--- src/rtl/lav_pkg.sv ---
// Shared types, constants and helper functions for the look-at view matrix block.
package lav_pkg;

    localparam int FRAC_BITS = 16;
    localparam int QW = FRAC_BITS + 2;
    localparam int ITW = 5;
    localparam int QDEPTH = 2;
    localparam int QPW = $clog2(QDEPTH);
    localparam int QCW = $clog2(QDEPTH + 1);
    localparam logic [31:0] ONE_FIX = 32'(64'd1 << FRAC_BITS);

    typedef logic signed [31:0] fix_t;
    typedef logic signed [32:0] vec_t;
    typedef logic signed [63:0] acc_t;
    typedef fix_t [2:0] eye_t;

    typedef enum logic [1:0] {
        CFG_EYE_X = 2'd0,
        CFG_EYE_Y = 2'd1,
        CFG_EYE_Z = 2'd2
    } cfg_index_t;

    typedef struct packed {
        fix_t target_x;
        fix_t target_y;
        fix_t target_z;
        fix_t up_x;
        fix_t up_y;
        fix_t up_z;
    } in_item_t;

    typedef struct packed {
        logic [1:0] row_index;
        fix_t       elem0;
        fix_t       elem1;
        fix_t       elem2;
        fix_t       elem3;
        logic       degenerate;
        logic       last;
    } out_item_t;

    typedef struct packed {
        vec_t [2:0] d;
        fix_t [2:0] up;
    } job_t;

    typedef struct packed {
        logic       start;
        acc_t [2:0] vec;
    } norm_req_t;

    typedef struct packed {
        logic       done;
        logic       ok;
        vec_t [2:0] u;
    } norm_rsp_t;

    function automatic logic [63:0] mag64(input acc_t v);
        return v[63] ? 64'(-v) : 64'(v);
    endfunction

    function automatic acc_t shift_round(input acc_t p);
        logic [64:0] mag;
        logic [64:0] m;
        mag = p[63] ? (65'd0 - {p[63], p}) : {1'b0, p};
        m = (mag + (65'd1 << (FRAC_BITS - 1))) >> FRAC_BITS;
        return p[63] ? -acc_t'(m[63:0]) : acc_t'(m[63:0]);
    endfunction

    function automatic fix_t sat32(input acc_t v);
        if (v > acc_t'(64'sd2147483647))
            return fix_t'(32'h7fffffff);
        else if (v < acc_t'(-64'sd2147483648))
            return fix_t'(32'h80000000);
        else
            return fix_t'(v[31:0]);
    endfunction

    function automatic logic [1:0] next3(input logic [1:0] k);
        return (k == 2'd2) ? 2'd0 : k + 2'd1;
    endfunction

endpackage

--- src/rtl/lav_front.sv ---
// Front end: eye registers, configuration port and input acceptance into the job queue.
module lav_front import lav_pkg::*;
(
    input  logic       clk,
    input  logic       rst_n,
    input  logic       in_valid,
    output logic       in_stall,
    input  in_item_t   in_data,
    input  logic       cfg_valid,
    output logic       cfg_ready,
    input  logic [1:0] cfg_index,
    input  fix_t       cfg_data,
    output eye_t       eye,
    input  logic       q_full,
    output logic       push,
    output job_t       job
);

    fix_t eye_reg [3];

    assign cfg_ready = 1'b1;
    assign in_stall  = q_full;
    assign push      = in_valid && !q_full;

    always_ff @(posedge clk or negedge rst_n)
    begin
        if (!rst_n)
        begin
            for (int i = 0; i < 3; i++)
                eye_reg[i] <= '0;
        end
        else if (cfg_valid && cfg_ready)
        begin
            case (cfg_index)
                CFG_EYE_X: eye_reg[0] <= cfg_data;
                CFG_EYE_Y: eye_reg[1] <= cfg_data;
                CFG_EYE_Z: eye_reg[2] <= cfg_data;
                default:   ;
            endcase
        end
    end

    always_comb
    begin
        for (int i = 0; i < 3; i++)
            eye[i] = eye_reg[i];
        job.d[0]  = vec_t'(in_data.target_x) - vec_t'(eye_reg[0]);
        job.d[1]  = vec_t'(in_data.target_y) - vec_t'(eye_reg[1]);
        job.d[2]  = vec_t'(in_data.target_z) - vec_t'(eye_reg[2]);
        job.up[0] = in_data.up_x;
        job.up[1] = in_data.up_y;
        job.up[2] = in_data.up_z;
    end

endmodule

--- config.mk ---
export PLATFORM = sky130hd
export DESIGN_NAME = lav_front
export DESIGN_NICKNAME = d
export VERILOG_FILES = /design/src/rtl/lav_pkg.sv /design/src/rtl/lav_front.sv
export SDC_FILE = /design/constraint.sdc
export NUM_CORES = 1
export LEC_CHECK = 0
export BUFFER_PORTS_ARGS = -buffer_cell sky130_fd_sc_hd__buf_2
export CORE_AREA = 2 2 206 208
export CTS_CLUSTER_SIZE = 20
export DETAILED_ROUTE_END_ITERATION = 16
export DIE_AREA = 0 0 208 210
export PLACE_DENSITY = 0.54
export SYNTH_ARGS = -nofsm -noshare
export SYNTH_HDL_FRONTEND = slang
export SYNTH_SLANG_ARGS = --single-unit
export TNS_END_PERCENT = 30
--- constraint.sdc ---
create_clock -name clk -period 6.1 [get_ports clk]
set_input_delay 0.915 -clock clk [delete_from_list [all_inputs] [get_ports clk]]
set_output_delay 0.915 -clock clk [all_outputs]
set_load 0.01 [all_outputs]
==> results.toml <==
[cts]
cts_max_path_buffers = 2
tritoncts = "built"
postcts_resize_cnt = 0
cts.sink_count = 96
cts_max_level = 3
post-cts-setup-buffer-count = 0
cts.reportedPaths.clkPinSlew_ns = 0.07
clockRootBuffer = "sky130_fd_sc_hd__clkbuf_16"
cts_hold_repair.buffers = 0
cts_made_buffers = 9
clock_latency_ns = 0.37

[job]
drv_cap = 0

[power]
p_sw_share_pct = 46.3
cellInternalPower_mw = 2.08
seqPwrFrac_pct = 22.1
leakage_nw = 5.77
combPwrFrac_pct = 61.1
totalPowerFinal_mw = 3.88
power_density_over_cell_area_mw_per_mm2 = 336
irDropWorstVdd_uv = 146
clockPowerShare_pct = 16.8
net_switching_mw = 1.79

[layout]
ratio_of_cells_with_drive_above_1_in_the_final_layout_pct = 32.1
area_delta_synth_final_pct = 18.5
layout.nets = 1700
largest_register_ffs = 96
multi_input_area_sq_mm = 0.00596
seqCellArea_sq_mm = 0.00240
final.fill_count = 4587
count_of_placed_standard_cells_in_the_final_layout_fillers_left_out = 1917
post-route-util_pct = 27.8

[timing]
fin_crit_sh_pct = 74.1
rel_slew_slack_pct = 43.0
timing.final.crit_period_ns = 4.52
hold_violations = 0
clock-skew-final_ns = 0
max_freq_mhz = 221
report.final.setup_viol = 0
final.setup.worst_slack_ns = 1.58
timing_max_transition_violations_final = 0
unrepaired_setup_endpoints_after_global_routing = "no"
finalSetupTns_ns = 0
worstMarginPinSlew_ns = 0.855

[die]
core-area_sq_mm = 0.0415
design.portCount = 525
floorplan.die.height_microns = 210
die_x_microns = 208
design.die.area_sq_mm = 0.0437
initial_core_util_pct = 23.5
floorplan.rows = 75

[placed_design]
gp_routability_congestion = 0.911
post-place-cells = 1898
detailed_place_hpwl_microns = 34400
io_buffer_count = 331
dpl_worst_slack_ns = 1.60

[yosys]
synth_top_flop_cell = "sky130_fd_sc_hd__dfrtp_1"
synth-seq-cells = 96
seq_total_area_yosys_pct = 24.7
ys_async_sr_fraction_pct = 100
yosysTopAreaCell = "sky130_fd_sc_hd__dfrtp_1"
synth.most_common_cell = "sky130_fd_sc_hd__inv_1"
synth.lib_cells_used.distinct = 71
synth_commonest_cells = "123 x sky130_fd_sc_hd__inv_1, 101 x sky130_fd_sc_hd__buf_4, 96 x sky130_fd_sc_hd__dfrtp_1, 96 x sky130_fd_sc_hd__ha_1, 93 x sky130_fd_sc_hd__nand2_1"
area_fraction_of_the_dominant_cell_type_after_synthesis_pct = 24.7
synth_nets = 1491
cells_after_synthesis = 1161
yosysWarnings = 0
synth_area_leaders = "sky130_fd_sc_hd__dfrtp_1 25%, sky130_fd_sc_hd__ha_1 12%, sky130_fd_sc_hd__buf_4 7.8%, sky130_fd_sc_hd__mux2_2 7.5%, sky130_fd_sc_hd__inv_1 4.7%"
syn_area_per_cell_sq_um = 8.38
netlist_area_sq_mm = 0.00973
synth_enable_flop_cells = 0

[grt]
global_route.usage.met2_pct = 30.2
busiest_layer = "met2"
maximum_number_of_pins_on_one_net_before_global_route_repair = 64
grt_pass1_wl_microns = 57000
globalRouteTotalUtil_pct = 17.5
met3_usage_pct = 3.44
overflow = 0
gr_layer_usage_met1_pct = 20.7
grt_pass1_vias = 8980
antenna_found_initial = 5

[setup_path]
worstSetupStartpointType = "primary input"
critPathCaptureType = "output pin"
r2r.worst_path.cells = 1
worst_path_maximum_fanout = 4
critical_path_required_ns = 5.18
timing.setup.critical_path_class = "primary input to output pin"
worst_ep_arrival_ns = 3.61

[detailed_routing]
drt_iter0_markers = 402
route.final.wire_length_microns = 39600
route.antenna.remaining_nets = 0
avgViaCountPerCell = 4.74
dr_total_vias = 9090
routedWlPerCell_microns = 20.7
drt_drc = 0
dr.pass1.iters = 4

[hold_path]
holdCritPathClass = "flip-flop to flip-flop"
min_delay_path_depth = 1

[status]
status = "complete, no violations"
-- final timing paths --
| path | from | slack (ns) | to |
|---|---|---|---|
| max | in_data[131] | 1.58 | job[156] |
| min | eye[53] | 0.53 | eye[53] |
| max reg2reg | eye[45] | 5.21 | eye[45] |
| min reg2reg | eye[53] | 0.53 | eye[53] |
| max in group asynchronous | rst_n | 4.37 | eye[81] |
| min in group asynchronous | rst_n | 0.64 | eye[2] |
-- routing by layer --
metal  part of all wire, %  vias to the layer above
met5                 0.033                        -
met4                   4.5                        2
met3                   5.6                       79
met2                    49                      310
met1                    41                     4324
li1                      -                     4375
-- cells in the final DEF (no fill, tap or decap), types with 4 or more instances in the layout --
| cell | instances |
|---|---|
| sky130_fd_sc_hd__nor3_1 | 13 |
| sky130_fd_sc_hd__nand2_1 | 93 |
| sky130_fd_sc_hd__a21oi_1 | 74 |
| sky130_fd_sc_hd__o21ai_0 | 75 |
| sky130_fd_sc_hd__o21bai_1 | 8 |
| sky130_fd_sc_hd__o21a_1 | 14 |
| sky130_fd_sc_hd__buf_2 | 330 |
| sky130_fd_sc_hd__a31oi_1 | 21 |
| sky130_fd_sc_hd__ha_1 | 96 |
| sky130_fd_sc_hd__nand3_1 | 22 |
| sky130_fd_sc_hd__o2111ai_1 | 4 |
| sky130_fd_sc_hd__xor2_1 | 37 |
| sky130_fd_sc_hd__mux2_2 | 65 |
| sky130_fd_sc_hd__dfrtp_1 | 96 |
| sky130_fd_sc_hd__nand2b_1 | 15 |
| sky130_fd_sc_hd__xnor2_1 | 43 |
| sky130_fd_sc_hd__o211ai_1 | 5 |
| sky130_fd_sc_hd__buf_4 | 5 |
| sky130_fd_sc_hd__o21ai_1 | 6 |
| sky130_fd_sc_hd__nor2_1 | 49 |
| sky130_fd_sc_hd__clkbuf_16 | 9 |
| sky130_fd_sc_hd__a21o_1 | 40 |
| sky130_fd_sc_hd__nor2b_1 | 14 |
| sky130_fd_sc_hd__o31ai_1 | 9 |
| sky130_fd_sc_hd__and3_1 | 7 |
| sky130_fd_sc_hd__nand4_1 | 18 |
| sky130_fd_sc_hd__a211oi_1 | 9 |
| sky130_fd_sc_hd__or3_1 | 4 |
| sky130_fd_sc_hd__inv_1 | 123 |
| sky130_fd_sc_hd__a31o_2 | 5 |
-- power by group through the flow --
stage | registers, mW | logic [mW] | clock network (mW)
6_report | 0.856 | 2.37 | 0.652
5_1_grt | 0.873 | 2.59 | 0.700
3_3_place_gp | 0.864 | 2.37 | 0
3_5_place_dp | 0.870 | 2.38 | 0
4_1_cts | 0.857 | 2.39 | 0.685
2_1_floorplan | 0.893 | 1.48 | 0
-- cell type report --
class                   instances  share of cell area, %
multi-input cells             805                   51.7
diodes                          3                 0.0651
clock buffers                  10                   2.07
well taps                     539                   5.85
repair buffers                335                   14.7
clock inverters                 6                  0.792
inverters                     123                   4.00
flip-flops and latches         96                   20.8
-- worst max-delay path, cell delays in order --
cell and delay, ns:
sky130_fd_sc_hd__buf_2 0.10, sky130_fd_sc_hd__ha_1 0.34, sky130_fd_sc_hd__a21o_1 0.17, sky130_fd_sc_hd__a21oi_1 0.24
sky130_fd_sc_hd__a211oi_2 0.11, sky130_fd_sc_hd__or3_1 0.40, sky130_fd_sc_hd__a21oi_1 0.48, sky130_fd_sc_hd__o21a_1 0.36
sky130_fd_sc_hd__o21ai_1 0.12, sky130_fd_sc_hd__xor2_1 0.18, sky130_fd_sc_hd__buf_2 0.17
-- kinds of logic (layout without fill, tap and decap cells) --
logic type               count (synthesis)  count (layout)  synth area share (%)
flip-flops                              96              96                  24.7
multiplexers                            67              67                  7.73
XOR/XNOR                                80              80                  7.20
AND/OR/NAND/NOR                        253             253                  12.5
adder cells (fa/ha/maj)                 99              99                  13.0
buffers and inverters                  260             474                  14.0
AO/OA/AOI/OAI                          305             305                  20.8
other                                    1               4                0.0386
-- stage by stage --
step                hold WS (ns)  cell area [sq um]
global route               0.554              11500
global placement           0.511              11200
finish                     0.532              11500
detailed placement         0.521              11200
CTS                        0.538              11500
floorplan                  0.571               9730
Power figures use the tool's default switching activity.
