**src/rtl/lav_pkg.sv**
```systemverilog
// Shared types, constants and helper functions for the look-at view matrix block.
package lav_pkg;

    localparam int FRAC_BITS = 16;
    localparam int QW = FRAC_BITS + 2;
    localparam int ITW = 5;
    localparam int QDEPTH = 2;
    localparam int QPW = $clog2(QDEPTH);
    localparam int QCW = $clog2(QDEPTH + 1);
    localparam logic [31:0] ONE_FIX = 32'(64'd1 << FRAC_BITS);

    typedef logic signed [31:0] fix_t;
    typedef logic signed [32:0] vec_t;
    typedef logic signed [63:0] acc_t;
    typedef fix_t [2:0] eye_t;

    typedef enum logic [1:0] {
        CFG_EYE_X = 2'd0,
        CFG_EYE_Y = 2'd1,
        CFG_EYE_Z = 2'd2
    } cfg_index_t;

    typedef struct packed {
        fix_t target_x;
        fix_t target_y;
        fix_t target_z;
        fix_t up_x;
        fix_t up_y;
        fix_t up_z;
    } in_item_t;

    typedef struct packed {
        logic [1:0] row_index;
        fix_t       elem0;
        fix_t       elem1;
        fix_t       elem2;
        fix_t       elem3;
        logic       degenerate;
        logic       last;
    } out_item_t;

    typedef struct packed {
        vec_t [2:0] d;
        fix_t [2:0] up;
    } job_t;

    typedef struct packed {
        logic       start;
        acc_t [2:0] vec;
    } norm_req_t;

    typedef struct packed {
        logic       done;
        logic       ok;
        vec_t [2:0] u;
    } norm_rsp_t;

    function automatic logic [63:0] mag64(input acc_t v);
        return v[63] ? 64'(-v) : 64'(v);
    endfunction

    function automatic acc_t shift_round(input acc_t p);
        logic [64:0] mag;
        logic [64:0] m;
        mag = p[63] ? (65'd0 - {p[63], p}) : {1'b0, p};
        m = (mag + (65'd1 << (FRAC_BITS - 1))) >> FRAC_BITS;
        return p[63] ? -acc_t'(m[63:0]) : acc_t'(m[63:0]);
    endfunction

    function automatic fix_t sat32(input acc_t v);
        if (v > acc_t'(64'sd2147483647))
            return fix_t'(32'h7fffffff);
        else if (v < acc_t'(-64'sd2147483648))
            return fix_t'(32'h80000000);
        else
            return fix_t'(v[31:0]);
    endfunction

    function automatic logic [1:0] next3(input logic [1:0] k);
        return (k == 2'd2) ? 2'd0 : k + 2'd1;
    endfunction

endpackage

```
**src/rtl/lav_queue.sv**
```systemverilog
// Short job queue between the front end and the compute back end.
module lav_queue import lav_pkg::*;
(
    input  logic clk,
    input  logic rst_n,
    input  logic push,
    input  job_t push_job,
    output logic full,
    input  logic pop,
    output job_t pop_job,
    output logic empty
);

    job_t             mem_reg [QDEPTH];
    logic [QPW-1:0]   wr_ptr_reg;
    logic [QPW-1:0]   rd_ptr_reg;
    logic [QCW-1:0]   count_reg;

    assign full    = (count_reg == QCW'(QDEPTH));
    assign empty   = (count_reg == '0);
    assign pop_job = mem_reg[rd_ptr_reg];

    always_ff @(posedge clk)
    begin
        if (push)
            mem_reg[wr_ptr_reg] <= push_job;
    end

    always_ff @(posedge clk or negedge rst_n)
    begin
        if (!rst_n)
        begin
            wr_ptr_reg <= '0;
            rd_ptr_reg <= '0;
            count_reg  <= '0;
        end
        else
        begin
            if (push)
                wr_ptr_reg <= (wr_ptr_reg == QPW'(QDEPTH - 1)) ? '0 : wr_ptr_reg + 1'b1;
            if (pop)
                rd_ptr_reg <= (rd_ptr_reg == QPW'(QDEPTH - 1)) ? '0 : rd_ptr_reg + 1'b1;
            if (push && !pop)
                count_reg <= count_reg + 1'b1;
            else if (pop && !push)
                count_reg <= count_reg - 1'b1;
        end
    end

`ifndef SYNTHESIS
    a_no_underflow: assert property (@(posedge clk) disable iff (!rst_n)
        pop |-> !empty) else $error("queue popped while empty");
    a_count_bound: assert property (@(posedge clk) disable iff (!rst_n)
        count_reg <= QCW'(QDEPTH)) else $error("queue count out of range");
    a_push_count: assert property (@(posedge clk) disable iff (!rst_n)
        push && !pop |=> count_reg == $past(count_reg) + 1'b1)
        else $error("queue count missed a push");
`endif

endmodule

```
**config.mk**
```make
export PLATFORM = sky130hd
export DESIGN_NAME = lav_queue
export DESIGN_NICKNAME = d
export VERILOG_FILES = /design/src/rtl/lav_pkg.sv /design/src/rtl/lav_queue.sv
export SDC_FILE = /design/constraint.sdc
export NUM_CORES = 1
export LEC_CHECK = 0
export BUFFER_PORTS_ARGS = -buffer_cell sky130_fd_sc_hd__buf_2
export CORE_ASPECT_RATIO = 0.9
export CORE_UTILIZATION = 54
export CTS_BUF_LIST = sky130_fd_sc_hd__clkbuf_4
export CTS_CLUSTER_SIZE = 8
export DETAILED_ROUTE_END_ITERATION = 16
export HOLD_SLACK_MARGIN = 0.06
export PLACE_DENSITY = 0.82
export SLEW_MARGIN = 0
export SYNTH_ARGS = -nofsm -noshare
export SYNTH_HDL_FRONTEND = slang
export SYNTH_SLANG_ARGS = --single-unit
```
**constraint.sdc**
```tcl
create_clock -name clk -period 11.67 [get_ports clk]
set_input_delay 0 -clock clk [delete_from_list [all_inputs] [get_ports clk]]
set_output_delay 0 -clock clk [all_outputs]
set_load 0.01 [all_outputs]
```
==> results of run 1 <==
-- synth_stat cells --
cell,instances,area [um2]
sky130_fd_sc_hd__dfrtp_1,4,100
sky130_fd_sc_hd__xor2_1,4,35.0
sky130_fd_sc_hd__mux2_4,140,2100
sky130_fd_sc_hd__and2_1,1,6.26
sky130_fd_sc_hd__ha_1,1,12.5
sky130_fd_sc_hd__nor2b_1,2,12.5
sky130_fd_sc_hd__mux2_2,55,619
sky130_fd_sc_hd__edfxtp_1,390,11700
sky130_fd_sc_hd__buf_6,17,191
sky130_fd_sc_hd__buf_2,5,25.0
sky130_fd_sc_hd__inv_1,1,3.75
sky130_fd_sc_hd__xnor2_1,1,8.76
sky130_fd_sc_hd__nor2_1,2,7.51
-- cell families after synthesis --
| group | Yosys count | synth area share |
|---|---|---|
| flops | 394 | 0.796 |
| mux | 195 | 0.183 |
| buf+inv | 23 | 0.0148 |
| xor+xnor | 5 | 0.00295 |
| simple gates | 5 | 0.00177 |
| fa+ha+maj | 1 | 0.000843 |
-- metrics by stage --
stage,hold slack (ns),cells,setup WS (ns)
after floorplan,-0.296,623,1.89
after global placement,-0.187,1358,8.62
after detailed placement,-0.185,1358,8.58
==> results.toml, run 1 <==
[run_status]
status = "aborted with a tool error"
failing_step = "clock tree synthesis (4_1_cts)"
toolErrorMsg = "[ERROR RSZ-0060] Max buffer count reached."

[floorplan]
num_rows = 57
boundaryPins = 396
initial_utilization = 0.550
die_y_um = 159
floorplan.die.width_um = 177

[clock_tree]
cts_inserted_buffers = 96
ctsHtreeMaxLevel = 3
cts-root-to-sink-buffers = 3
ctsResizeCount = 0
setup_buffers_after_cts = 0
clock-sinks = 394
cts.root.buffer_cell = "sky130_fd_sc_hd__clkbuf_4"
cts-hold-fix-buffers = 302

[placement]
numPortBuffers = 395
detailed_placement_hpwl_mm = 20.4
dpl-instance-area_um2 = 17100
finalWeightedCongestion = 0.834

[synthesis]
post_synth_instance_area_um2 = 14800
ys_ff_latch = 394
postSynthNetCount = 823
synth_seq_area_share = 0.796
synthDistinctLibCells = 13
synthCells = 623
avgSynthCellArea_um2 = 23.8
synth.yosys.warnings = 0
==> run 2, diff against run 1 <==
==> config.mk (replaced) <==
export PLATFORM = sky130hd
export DESIGN_NAME = lav_queue
export DESIGN_NICKNAME = d
export VERILOG_FILES = /design/src/rtl/lav_pkg.sv /design/src/rtl/lav_queue.sv
export SDC_FILE = /design/constraint.sdc
export NUM_CORES = 1
export LEC_CHECK = 0
export BUFFER_PORTS_ARGS = -buffer_cell sky130_fd_sc_hd__buf_2
export CORE_UTILIZATION = 40
export DETAILED_ROUTE_END_ITERATION = 16
export PLACE_DENSITY_LB_ADDON = 0.15
export SLEW_MARGIN = 0
export SYNTH_ARGS = -nofsm -noshare
export SYNTH_HDL_FRONTEND = slang
export SYNTH_SLANG_ARGS = --single-unit
==> results.toml, run 2 <==
[clock_tree]
cts.root.buffer_cell = "sky130_fd_sc_hd__clkbuf_16"
cts-root-to-sink-buffers = 3
worstSkewPairLatency_ns = 0.53
setup_buffers_after_cts = 0
path_clk_slew_ns = 0.06
cts_tree = "built"
cts_inserted_buffers = 42
clock-sinks = 394
ctsHtreeMaxLevel = 2

[routing]
detail_route.drc_violations = 0
antenna_violating_nets_left = 0
drt_wl_total_mm = 31.0
drt-wirelength-per-cell_um = 17.7
vias_per_cell = 4.56
routed_via_count = 7969
dr.pass1.iters = 4
drtIter0Drc = 325

[grt]
grt_usage = 0.161
grt_max_degree = 66
grt_antenna_before_repair = 3
grt_first_pass_wirelength_mm = 47.1
gr-total-overflow = 0
number_of_global_route_vias_before_repair = 8489

[critical_path]
worstPathCellList = "buf_4, buf_4, mux2_2, buf_2"
worst-setup-path-type = "flop to output port"
crit_path_max_fanout = 57
critical_path.max_stage_delay_ns = 0.83
start_kind = "flop"
regToRegStartpoint = "wr_ptr_reg"
crit_arrival_ns = 3.58
critPathCaptureType = "output port"
most_prevalent_standard_cell_on_the_critical_path = "sky130_fd_sc_hd__buf_4"
cp_data_required_time_ns = 11.67
cpMaxStageDelayCell = "sky130_fd_sc_hd__buf_4"
crit_start = "rd_ptr_reg"

[timing]
tns_ns = 0
timing.final.crit_period_ns = 3.58
clock.fmax_mhz = 279
finalClockSkew_ns = 0.0138
unrepaired_setup_endpoints_after_global_routing = "no"
worst_slew_pin_slew_ns = 1.13
final.period_utilization = 0.307
timing.max_slew.rel_slack = 0.249
finalSetupViolCount = 0
maxSlewViolCount = 0
final_hold_viol_count = 0

[finish]
final_core_density = 0.564
layout-area-overhead-vs-synth_pct = 38.8
layout.cells.most_common_list = "sky130_fd_sc_hd__buf_2 (395), sky130_fd_sc_hd__edfxtp_1 (390), sky130_fd_sc_hd__dlygate4sd3_1 (199), sky130_fd_sc_hd__mux2_4 (140), sky130_fd_sc_hd__mux2_2 (55)"
largest_register_ffs = 390
mostFrequentLayoutCell = "sky130_fd_sc_hd__buf_2"
post_route_cells_drive_above_1_share = 0.516
final.fill_count = 2893
finish.instance_area_um2 = 20600
num-nets-final = 1448
stdcell_count = 1748

[power]
peak_ir_drop_on_the_vdd_network_v = 0.000171
p_int_mw = 3.36
combinationalPowerShare = 0.304
seq_power_share = 0.423
fin_total_pwr_mw = 4.67
p_clk_frac = 0.273
p_switching_mw = 1.30
power_switching_share = 0.279
total_leakage_power_nw = 8.22
pwr_density_cell_nw_per_um2 = 227

[run]
max_cap_check_violation_count = 0

[synthesis]
count_of_flip_flops_with_a_built_in_enable_after_synthesis = 390
synth_seq_area_share = 0.796
synth_largest_type_area_fraction = 0.789
ys_ff_latch = 394
synthCells = 623
synth-xor-area-share = 0.00295
synth.cells.most_frequent = "sky130_fd_sc_hd__edfxtp_1 (390), sky130_fd_sc_hd__mux2_4 (140), sky130_fd_sc_hd__mux2_2 (55), sky130_fd_sc_hd__buf_6 (17), sky130_fd_sc_hd__buf_2 (5)"
synthDistinctLibCells = 13
synth-simple-area-share = 0.00177
ys_dominant_reg_cell = "sky130_fd_sc_hd__edfxtp_1"
post-synth-top-area-cell = "sky130_fd_sc_hd__edfxtp_1"
synth.yosys.warnings = 0
most_frequent_cell_after_synthesis = "sky130_fd_sc_hd__edfxtp_1"
combinational_family_with_the_most_area_after_synthesis = "multiplexers"
synthMuxAreaShare = 0.183
synth.top_cells.by_area = "sky130_fd_sc_hd__edfxtp_1 (79%), sky130_fd_sc_hd__mux2_4 (14%), sky130_fd_sc_hd__mux2_2 (4.2%), sky130_fd_sc_hd__buf_6 (1.3%), sky130_fd_sc_hd__dfrtp_1 (0.67%)"
synth_compound_gate_area_share = 0
post_synth_instance_area_um2 = 14800
avgSynthCellArea_um2 = 23.8
ys_async_sr_fraction = 0.0102
synth-adder-area-share = 0.000843
postSynthNetCount = 823

[placement]
finalWeightedCongestion = 0.764
detailed_placement_hpwl_mm = 19.9
dp_cells = 1473
numPortBuffers = 395
dpl-instance-area_um2 = 17300

[worst_hold_path]
min_from = "push_job[11]"
min-delay-path-class = "input port to flop"

[floorplan]
floorplan.die.width_um = 195
die_y_um = 195
initial_utilization = 0.406
boundaryPins = 396
core_area_um2 = 36500
die-area_um2 = 37900
num_rows = 70

[run_status]
status = "complete, no violations"
-- run 2: cell counts after synthesis --
No cell type changed its count.
-- run 2: power groups by stage --
| stage | Clock [mW] | Sequential [mW] | Combinational (mW) |
|---|---|---|---|
| global placement | 0 | 2.00 | 1.39 |
| detailed placement | 0 | 2.00 | 1.39 |
| finish | 1.27 | 1.97 | 1.42 |
| global route | 1.36 | 2.00 | 1.51 |
| floorplan | 0 | 2.03 | 0.971 |
| CTS | 1.31 | 1.98 | 1.45 |
-- run 2: cell type report --
class                           count  area (um2)  share of cell area
Sequential cell                   394       11800               0.574
Timing Repair Buffer              603        4040               0.196
Multi-Input combinational cell    206        2810               0.137
Clock buffer                       51        1150              0.0558
Tap cell                          468         586              0.0284
Clock inverter                     24         189             0.00917
Inverter                            1        3.75            0.000182
Antenna cell                        1        2.50            0.000122
-- run 2: worst max-delay path: cells and delay by family, from the launching register on --
kind	cells	cell delay (ns)
buffers and inverters	3	1.74
DFF	1	0.80
muxes	1	0.41
-- run 2: cells by family after synthesis --
| logic type | after synthesis |
|---|---|
| flip-flops | 394 |
| buffers and inverters | 23 |
| AND/OR/NAND/NOR | 5 |
| adder cells (fa/ha/maj) | 1 |
| XOR/XNOR | 5 |
| multiplexers | 195 |
-- run 2: routing by layer --
metal	track usage	share of wire
met1	0.194	0.41
met2	0.273	0.49
met3	0.0548	0.074
met4	0.0482	0.022
met5	0	0.00065
-- run 2: stage by stage --
| stage | setup slack (ns) | hold slack, ns |
|---|---|---|
| 6_report | 8.09 | 0.189 |
| 5_1_grt | 7.87 | 0.161 |
| 4_1_cts | 8.02 | 0.159 |
| 2_1_floorplan | 1.89 | -0.296 |
| 3_3_place_gp | 8.38 | -0.186 |
| 3_5_place_dp | 8.41 | -0.189 |
-- run 2: final timing paths --
check / to / slack, ns / cells after the start
setup / recovery: pop_job[179] / 8.09 / 4
hold / removal: mem_reg[1][11] / 0.19 / 2
setup reg to reg: mem_reg[0][40] / 8.47 / 3
hold reg to reg: count_reg[1] / 0.50 / 1
max in group asynchronous: rd_ptr_reg / 11.10 / 3
min in group asynchronous: count_reg[0] / 0.37 / 3
-- run 2: repair_timing --
item / in CTS / in global routing
endpoints found under the hold margin: 398 / 0
hold buffers: 199 / 0
resized for setup: 0 / 0
(Power assumes the default switching activity.)
