**src/rtl/lav_pkg.sv**
```systemverilog
// Shared types, constants and helper functions for the look-at view matrix block.
package lav_pkg;

    localparam int FRAC_BITS = 16;
    localparam int QW = FRAC_BITS + 2;
    localparam int ITW = 5;
    localparam int QDEPTH = 2;
    localparam int QPW = $clog2(QDEPTH);
    localparam int QCW = $clog2(QDEPTH + 1);
    localparam logic [31:0] ONE_FIX = 32'(64'd1 << FRAC_BITS);

    typedef logic signed [31:0] fix_t;
    typedef logic signed [32:0] vec_t;
    typedef logic signed [63:0] acc_t;
    typedef fix_t [2:0] eye_t;

    typedef enum logic [1:0] {
        CFG_EYE_X = 2'd0,
        CFG_EYE_Y = 2'd1,
        CFG_EYE_Z = 2'd2
    } cfg_index_t;

    typedef struct packed {
        fix_t target_x;
        fix_t target_y;
        fix_t target_z;
        fix_t up_x;
        fix_t up_y;
        fix_t up_z;
    } in_item_t;

    typedef struct packed {
        logic [1:0] row_index;
        fix_t       elem0;
        fix_t       elem1;
        fix_t       elem2;
        fix_t       elem3;
        logic       degenerate;
        logic       last;
    } out_item_t;

    typedef struct packed {
        vec_t [2:0] d;
        fix_t [2:0] up;
    } job_t;

    typedef struct packed {
        logic       start;
        acc_t [2:0] vec;
    } norm_req_t;

    typedef struct packed {
        logic       done;
        logic       ok;
        vec_t [2:0] u;
    } norm_rsp_t;

    function automatic logic [63:0] mag64(input acc_t v);
        return v[63] ? 64'(-v) : 64'(v);
    endfunction

    function automatic acc_t shift_round(input acc_t p);
        logic [64:0] mag;
        logic [64:0] m;
        mag = p[63] ? (65'd0 - {p[63], p}) : {1'b0, p};
        m = (mag + (65'd1 << (FRAC_BITS - 1))) >> FRAC_BITS;
        return p[63] ? -acc_t'(m[63:0]) : acc_t'(m[63:0]);
    endfunction

    function automatic fix_t sat32(input acc_t v);
        if (v > acc_t'(64'sd2147483647))
            return fix_t'(32'h7fffffff);
        else if (v < acc_t'(-64'sd2147483648))
            return fix_t'(32'h80000000);
        else
            return fix_t'(v[31:0]);
    endfunction

    function automatic logic [1:0] next3(input logic [1:0] k);
        return (k == 2'd2) ? 2'd0 : k + 2'd1;
    endfunction

endpackage

```
**src/rtl/lav_norm.sv**
```systemverilog
// Vector normalization unit: scaling, sum of squares, iterative square root and divider.
module lav_norm import lav_pkg::*;
(
    input  logic      clk,
    input  logic      rst_n,
    input  norm_req_t req,
    output norm_rsp_t rsp
);

    typedef enum logic [5:0] {
        N_IDLE  = 6'b000001,
        N_SHIFT = 6'b000010,
        N_SQ    = 6'b000100,
        N_SQRT  = 6'b001000,
        N_DSET  = 6'b010000,
        N_DIV   = 6'b100000
    } nstate_t;

    nstate_t          state_reg;
    logic [63:0]      m_reg [3];
    logic             neg_reg [3];
    logic [1:0]       idx_reg;
    logic [ITW-1:0]   it_reg;
    logic [59:0]      prod_reg;
    logic [63:0]      sum_reg;
    logic [63:0]      x_reg;
    logic [63:0]      r_reg;
    logic [63:0]      bit_reg;
    logic [31:0]      len_reg;
    logic [63:0]      num_reg;
    logic [32:0]      rem_reg;
    logic [QW-1:0]    q_reg;
    vec_t             u_reg [3];
    logic             ok_reg;
    logic             done_reg;

    logic [63:0]      mx;
    logic [63:0]      m_sel;
    logic [29:0]      sq_in;
    logic [63:0]      trial;
    logic             sq_ge;
    logic [63:0]      r_nx;
    logic [63:0]      ntmp;
    logic [63:0]      ntmp_hi;
    logic [32:0]      rem2;
    logic             d_ge;
    logic [32:0]      rem_nx;
    logic [QW-1:0]    q_nx;
    logic             all_zero;

    always_comb
    begin
        mx = m_reg[0];
        if (m_reg[1] > mx)
            mx = m_reg[1];
        if (m_reg[2] > mx)
            mx = m_reg[2];

        unique case (idx_reg)
            2'd0:    m_sel = m_reg[0];
            2'd1:    m_sel = m_reg[1];
            2'd2:    m_sel = m_reg[2];
            default: m_sel = '0;
        endcase
        sq_in = m_sel[29:0];

        trial = r_reg + bit_reg;
        sq_ge = (x_reg >= trial);
        r_nx  = sq_ge ? ((r_reg >> 1) + bit_reg) : (r_reg >> 1);

        ntmp    = (m_sel << FRAC_BITS) + {33'd0, len_reg[31:1]};
        ntmp_hi = ntmp >> QW;

        rem2   = {rem_reg[31:0], num_reg[QW-1]};
        d_ge   = (rem2 >= {1'b0, len_reg});
        rem_nx = d_ge ? (rem2 - {1'b0, len_reg}) : rem2;
        q_nx   = {q_reg[QW-2:0], d_ge};

        all_zero = (req.vec[0] == '0) && (req.vec[1] == '0) && (req.vec[2] == '0);
    end

    always_ff @(posedge clk or negedge rst_n)
    begin
        if (!rst_n)
        begin
            state_reg <= N_IDLE;
            done_reg  <= 1'b0;
            ok_reg    <= 1'b0;
            idx_reg   <= '0;
            it_reg    <= '0;
            prod_reg  <= '0;
            sum_reg   <= '0;
            x_reg     <= '0;
            r_reg     <= '0;
            bit_reg   <= '0;
            len_reg   <= '0;
            num_reg   <= '0;
            rem_reg   <= '0;
            q_reg     <= '0;
            for (int i = 0; i < 3; i++)
            begin
                m_reg[i]   <= '0;
                neg_reg[i] <= 1'b0;
                u_reg[i]   <= '0;
            end
        end
        else
        begin
            done_reg <= 1'b0;
            unique case (state_reg)
                N_IDLE:
                begin
                    if (req.start)
                    begin
                        for (int i = 0; i < 3; i++)
                        begin
                            m_reg[i]   <= mag64(req.vec[i]);
                            neg_reg[i] <= req.vec[i][63];
                        end
                        if (all_zero)
                        begin
                            for (int i = 0; i < 3; i++)
                                u_reg[i] <= '0;
                            ok_reg   <= 1'b0;
                            done_reg <= 1'b1;
                        end
                        else
                            state_reg <= N_SHIFT;
                    end
                end
                N_SHIFT:
                begin
                    if (mx >= (64'd1 << 38))
                    begin
                        for (int i = 0; i < 3; i++)
                            m_reg[i] <= m_reg[i] >> 8;
                    end
                    else if (mx >= (64'd1 << 30))
                    begin
                        for (int i = 0; i < 3; i++)
                            m_reg[i] <= m_reg[i] >> 1;
                    end
                    else if (mx < (64'd1 << 21))
                    begin
                        for (int i = 0; i < 3; i++)
                            m_reg[i] <= m_reg[i] << 8;
                    end
                    else if (mx < (64'd1 << 29))
                    begin
                        for (int i = 0; i < 3; i++)
                            m_reg[i] <= m_reg[i] << 1;
                    end
                    else
                    begin
                        idx_reg   <= '0;
                        sum_reg   <= '0;
                        prod_reg  <= '0;
                        state_reg <= N_SQ;
                    end
                end
                N_SQ:
                begin
                    sum_reg  <= sum_reg + {4'd0, prod_reg};
                    prod_reg <= sq_in * sq_in;
                    if (idx_reg == 2'd3)
                    begin
                        x_reg     <= sum_reg + {4'd0, prod_reg};
                        r_reg     <= '0;
                        bit_reg   <= 64'd1 << 62;
                        state_reg <= N_SQRT;
                    end
                    else
                        idx_reg <= idx_reg + 2'd1;
                end
                N_SQRT:
                begin
                    if (sq_ge)
                        x_reg <= x_reg - trial;
                    r_reg   <= r_nx;
                    bit_reg <= bit_reg >> 2;
                    if (bit_reg == 64'd1)
                    begin
                        len_reg   <= r_nx[31:0];
                        idx_reg   <= '0;
                        state_reg <= N_DSET;
                    end
                end
                N_DSET:
                begin
                    num_reg   <= ntmp;
                    rem_reg   <= ntmp_hi[32:0];
                    q_reg     <= '0;
                    it_reg    <= '0;
                    state_reg <= N_DIV;
                end
                N_DIV:
                begin
                    rem_reg <= rem_nx;
                    q_reg   <= q_nx;
                    num_reg <= num_reg << 1;
                    if (it_reg == ITW'(QW - 1))
                    begin
                        u_reg[idx_reg] <= neg_reg[idx_reg] ? -vec_t'(q_nx) : vec_t'(q_nx);
                        if (idx_reg == 2'd2)
                        begin
                            ok_reg    <= 1'b1;
                            done_reg  <= 1'b1;
                            state_reg <= N_IDLE;
                        end
                        else
                        begin
                            idx_reg   <= idx_reg + 2'd1;
                            state_reg <= N_DSET;
                        end
                    end
                    else
                        it_reg <= it_reg + 1'b1;
                end
                default:
                    state_reg <= N_IDLE;
            endcase
        end
    end

    always_comb
    begin
        rsp.done = done_reg;
        rsp.ok   = ok_reg;
        for (int i = 0; i < 3; i++)
            rsp.u[i] = u_reg[i];
    end

`ifndef SYNTHESIS
    a_start_idle: assert property (@(posedge clk) disable iff (!rst_n)
        req.start |-> state_reg == N_IDLE) else $error("normalize started while busy");
    a_len_range: assert property (@(posedge clk) disable iff (!rst_n)
        state_reg == N_DSET |-> len_reg >= (32'd1 << 29))
        else $error("square root below scaled range");
    a_rem_bound: assert property (@(posedge clk) disable iff (!rst_n)
        state_reg == N_DIV |-> rem_reg < {1'b0, len_reg})
        else $error("divider remainder out of range");
`endif

endmodule

```
**config.mk**
```make
export PLATFORM = sky130hd
export DESIGN_NAME = lav_norm
export DESIGN_NICKNAME = d
export VERILOG_FILES = /design/src/rtl/lav_pkg.sv /design/src/rtl/lav_norm.sv
export SDC_FILE = /design/constraint.sdc
export NUM_CORES = 2
export LEC_CHECK = 0
export BUFFER_PORTS_ARGS = -buffer_cell sky130_fd_sc_hd__buf_2
export CORE_ASPECT_RATIO = 2
export CORE_MARGIN = 1
export CORE_UTILIZATION = 50
export DETAILED_ROUTE_END_ITERATION = 16
export MAX_ROUTING_LAYER = met4
export PLACE_DENSITY = 0.67
export SETUP_SLACK_MARGIN = 0.15
export SYNTH_ARGS = -nofsm -noshare
export SYNTH_HDL_FRONTEND = slang
export SYNTH_SLANG_ARGS = --single-unit
```
**constraint.sdc**
```tcl
create_clock -name clk -period 11.9 [get_ports clk]
set_clock_uncertainty 0.05 [all_clocks]
set_input_delay 0.595 -clock clk [delete_from_list [all_inputs] [get_ports clk]]
set_output_delay 0.595 -clock clk [all_outputs]
set_load 0.02 [all_outputs]
```
==> impl_metrics.yaml <==
synthesis:
  postSynthCellCount: 9462
  synth_ff_type: "dfrtp_1"
  yosysWarnings: 0
  synth_most_common_cell: "nand2_1"
  synth_top_area_share_pct: 21.96
  synth_area_um2: 78620
  synth-seq-cells: 691
  syn_nets: 10980
  ys_seq_area_share_pct: 22.00
  syn_avg_cell_area_um2: 8.309
  synth_largest_area_cell: "dfrtp_1"
  ys_top_cells_by_count: "1220 x nand2_1, 930 x inv_1, 832 x nor2_1"
  synth_cell_type_count: 98
  synthTopCellsByArea: "dfrtp_1 22%, fa_1 18%, ha_1 9.9%, nand2_1 5.8%, a21oi_1 4.9%"
  synthArstFlopShare_pct: 100.0
  synth_edf_count: 0
floorplan:
  die_area_um2: 158900
  core_um2: 156000
  start_util_pct: 50.41
  dieHeight_um: 562.8
  pin_count: 296
  die_w_um: 282.4
  rows: 205
finish:
  n_fill_cell: 14840
  largest_register_ffs: 192
  nets: 11070
  drive_gt1_share_pct: 8.332
  fin_area_um2: 85410
  area_growth_pct: 8.630
  layout.cells.non_filler: 11720
clocking:
  clk_latency_ps: 710
  clockBufferDepth: 3
  cts_tree: "built"
  clockRootBuffer: "clkbuf_16"
  path_clk_slew_ps: 70
  h-tree-depth: 3
  cts_buffers: 72
  cts_sinks: 691
critical_path:
  critPathMaxFanout: 23
  path_class: "flip-flop to flip-flop"
  critPathMaxStageDelay_ps: 1170
  required_ps: 12400
  endpoint_kind: "flip-flop"
  cp_slowest_cell: "nor2_1"
  crit_path_start_kind: "flip-flop"
  cp_common_cell: "fa_1"
  worstPathArrival_ps: 11780
placed_design:
  gp_congestion: 1.145
  post-place-cells: 11550
  dpl_cell_area_um2: 82840
  hpwlAfterDp_um: 274100
  io_buffers: 295
power:
  powerDensity_nw_per_um2: 59.20
  cell_internal_pwr_uw: 3767
  pwr-share-seq_pct: 46.4
  ir_drop_mv: 0.1379
  p_clk_share_pct: 48.8
  p_sw_share_pct: 25.49
  p_switching_uw: 1289
  cellLeakagePower_uw: 0.04004
  combPwrFrac_pct: 4.8
hold_path:
  hp-class: "input port to flip-flop"
timing:
  drv_slew: 0
  holdWs_ps: 200.4
  period_needed_ps: 11290
  tightest_slew_ps: 1413
  hold_viol_final: 0
  slew_headroom_pct: 4.827
  rsz0062_at_grt: "no"
  period_share_pct: 94.84
  setup_viol: 0
  max_freq_mhz: 88.61
route:
  drc: 0
  routed_wl_um: 349600
  firstDrtPassIters: 8
  via_count: 74380
  vias_per_cell: 6.348
  drtIter0Drc: 5851
  ant_nets: 0
  routedWlPerCell_um: 29.84
run_status:
  status: "finished clean"
global_route:
  grt_max_degree: 154
  grt_usage_pct: 45.58
  grt_antenna_before_repair: 26
  grt_pass1_vias: 75740
  grt_pass1_wl_um: 507000
  grt-ovfl-total: 0
run:
  cap_violations: 0
## worst max-delay path: cells and delay by family (launching register included)
kind	cells	cell delay (ps)
compound gates	11	2590
fa+ha+maj	10	5070
buf+inv	4	1020
flops	1	450
simple gates	4	1910
## layout by cell type (no fill, tap or decap), types with 46 or more instances in the layout
master / synthesis / routed
a211oi_1: 58 / 56
a21o_1: 219 / 218
a21oi_1: 765 / 763
a221oi_1: 110 / 110
a22o_1: 79 / 79
a31oi_1: 99 / 99
and3_1: 49 / 49
buf_2: 31 / 295
buf_4: 3 / 240
clkbuf_16: 0 / 73
dfrtp_1: 690 / 690
fa_1: 698 / 698
ha_1: 620 / 619
inv_1: 930 / 929
nand2_1: 1220 / 1215
nand2b_1: 52 / 52
nand3_1: 151 / 150
nand4_1: 83 / 83
nor2_1: 832 / 822
nor3_1: 93 / 92
nor4_1: 58 / 58
o21ai_0: 534 / 531
o21ai_1: 51 / 53
o21bai_1: 46 / 46
o22ai_1: 156 / 156
o31ai_1: 87 / 87
or3_1: 82 / 81
xnor2_1: 343 / 343
xor2_1: 210 / 210
## power by group through the flow
stage,sequential (µW),combinational [µW],clock (µW)
5_1_grt,2350,262,2560
4_1_cts,2350,240,2490
2_1_floorplan,2390,99.5,0
6_report,2350,240,2470
3_3_place_gp,2390,235,0
3_5_place_dp,2390,239,0
## worst paths after layout
check	start	endpoint	slack, ps	cells past startpoint
hold / removal	req[62]	m_reg[190]	200	4
setup / recovery	idx_reg[0]	prod_reg[56]	610	29
max in group asynchronous	rst_n	m_reg[178]	9090	4
hold reg to reg	rsp[26]	rsp[26]	420	1
setup reg to reg	idx_reg[0]	prod_reg[56]	610	29
min in group asynchronous	rst_n	r_reg[61]	450	2
## per-stage QoR
stage | power [µW] | setup TNS, ps | utilization, % | setup slack [ps]
3_5_place_dp | 2632 | -571.3 | 53.12 | -197.8
4_1_cts | 5080 | 0 | 54.69 | 284.2
3_3_place_gp | 2628 | -211.4 | 53.12 | -100.9
6_report | 5056 | 0 | 54.76 | 614.4
2_1_floorplan | 2493 | 0 | - | 2172
5_1_grt | 5168 | 0 | 54.75 | 594.2
## final cells by class
cell class / count / area, µm² / area share [%]
Antenna cell: 33 / 82.58 / 0.09669
Clock buffer: 93 / 2002 / 2.344
Clock inverter: 36 / 431.7 / 0.5054
Inverter: 938 / 3525 / 4.127
Multi-Input combinational cell: 7308 / 55960 / 65.52
Sequential cell: 691 / 17290 / 20.25
Tap cell: 2070 / 2590 / 3.033
Timing Repair Buffer: 548 / 3523 / 4.125
## metal layers
metal  global-route usage (%)  vias to the layer above  share of wire, %
li1                         -                    32790                 -
met1                    38.95                    35970                29
met2                    75.60                     3696                49
met3                    10.66                     1923               6.7
met4                    52.93                        0                15
met5                        -                        -                 0
## cell families (layout without fill, tap and decap cells)
logic type	Yosys count	after routing	synth area share, %
simple gates	2822	2822	15.77
other cells	0	33	0
fa+ha+maj	1318	1318	27.64
xor+xnor	553	553	6.160
compound gates	2570	2570	20.76
mux	45	45	0.5793
flops	691	691	22.00
buf+inv	1463	1615	7.096
## repair_timing
item	4_1_cts	5_1_grt
setup buffers	0	2
gates resized for setup	1	2
hold endpoints to repair	75	0
hold buffers	1	0
setup endpoints to repair	12	11
Note: power is estimated with default switching activity, not from simulation.
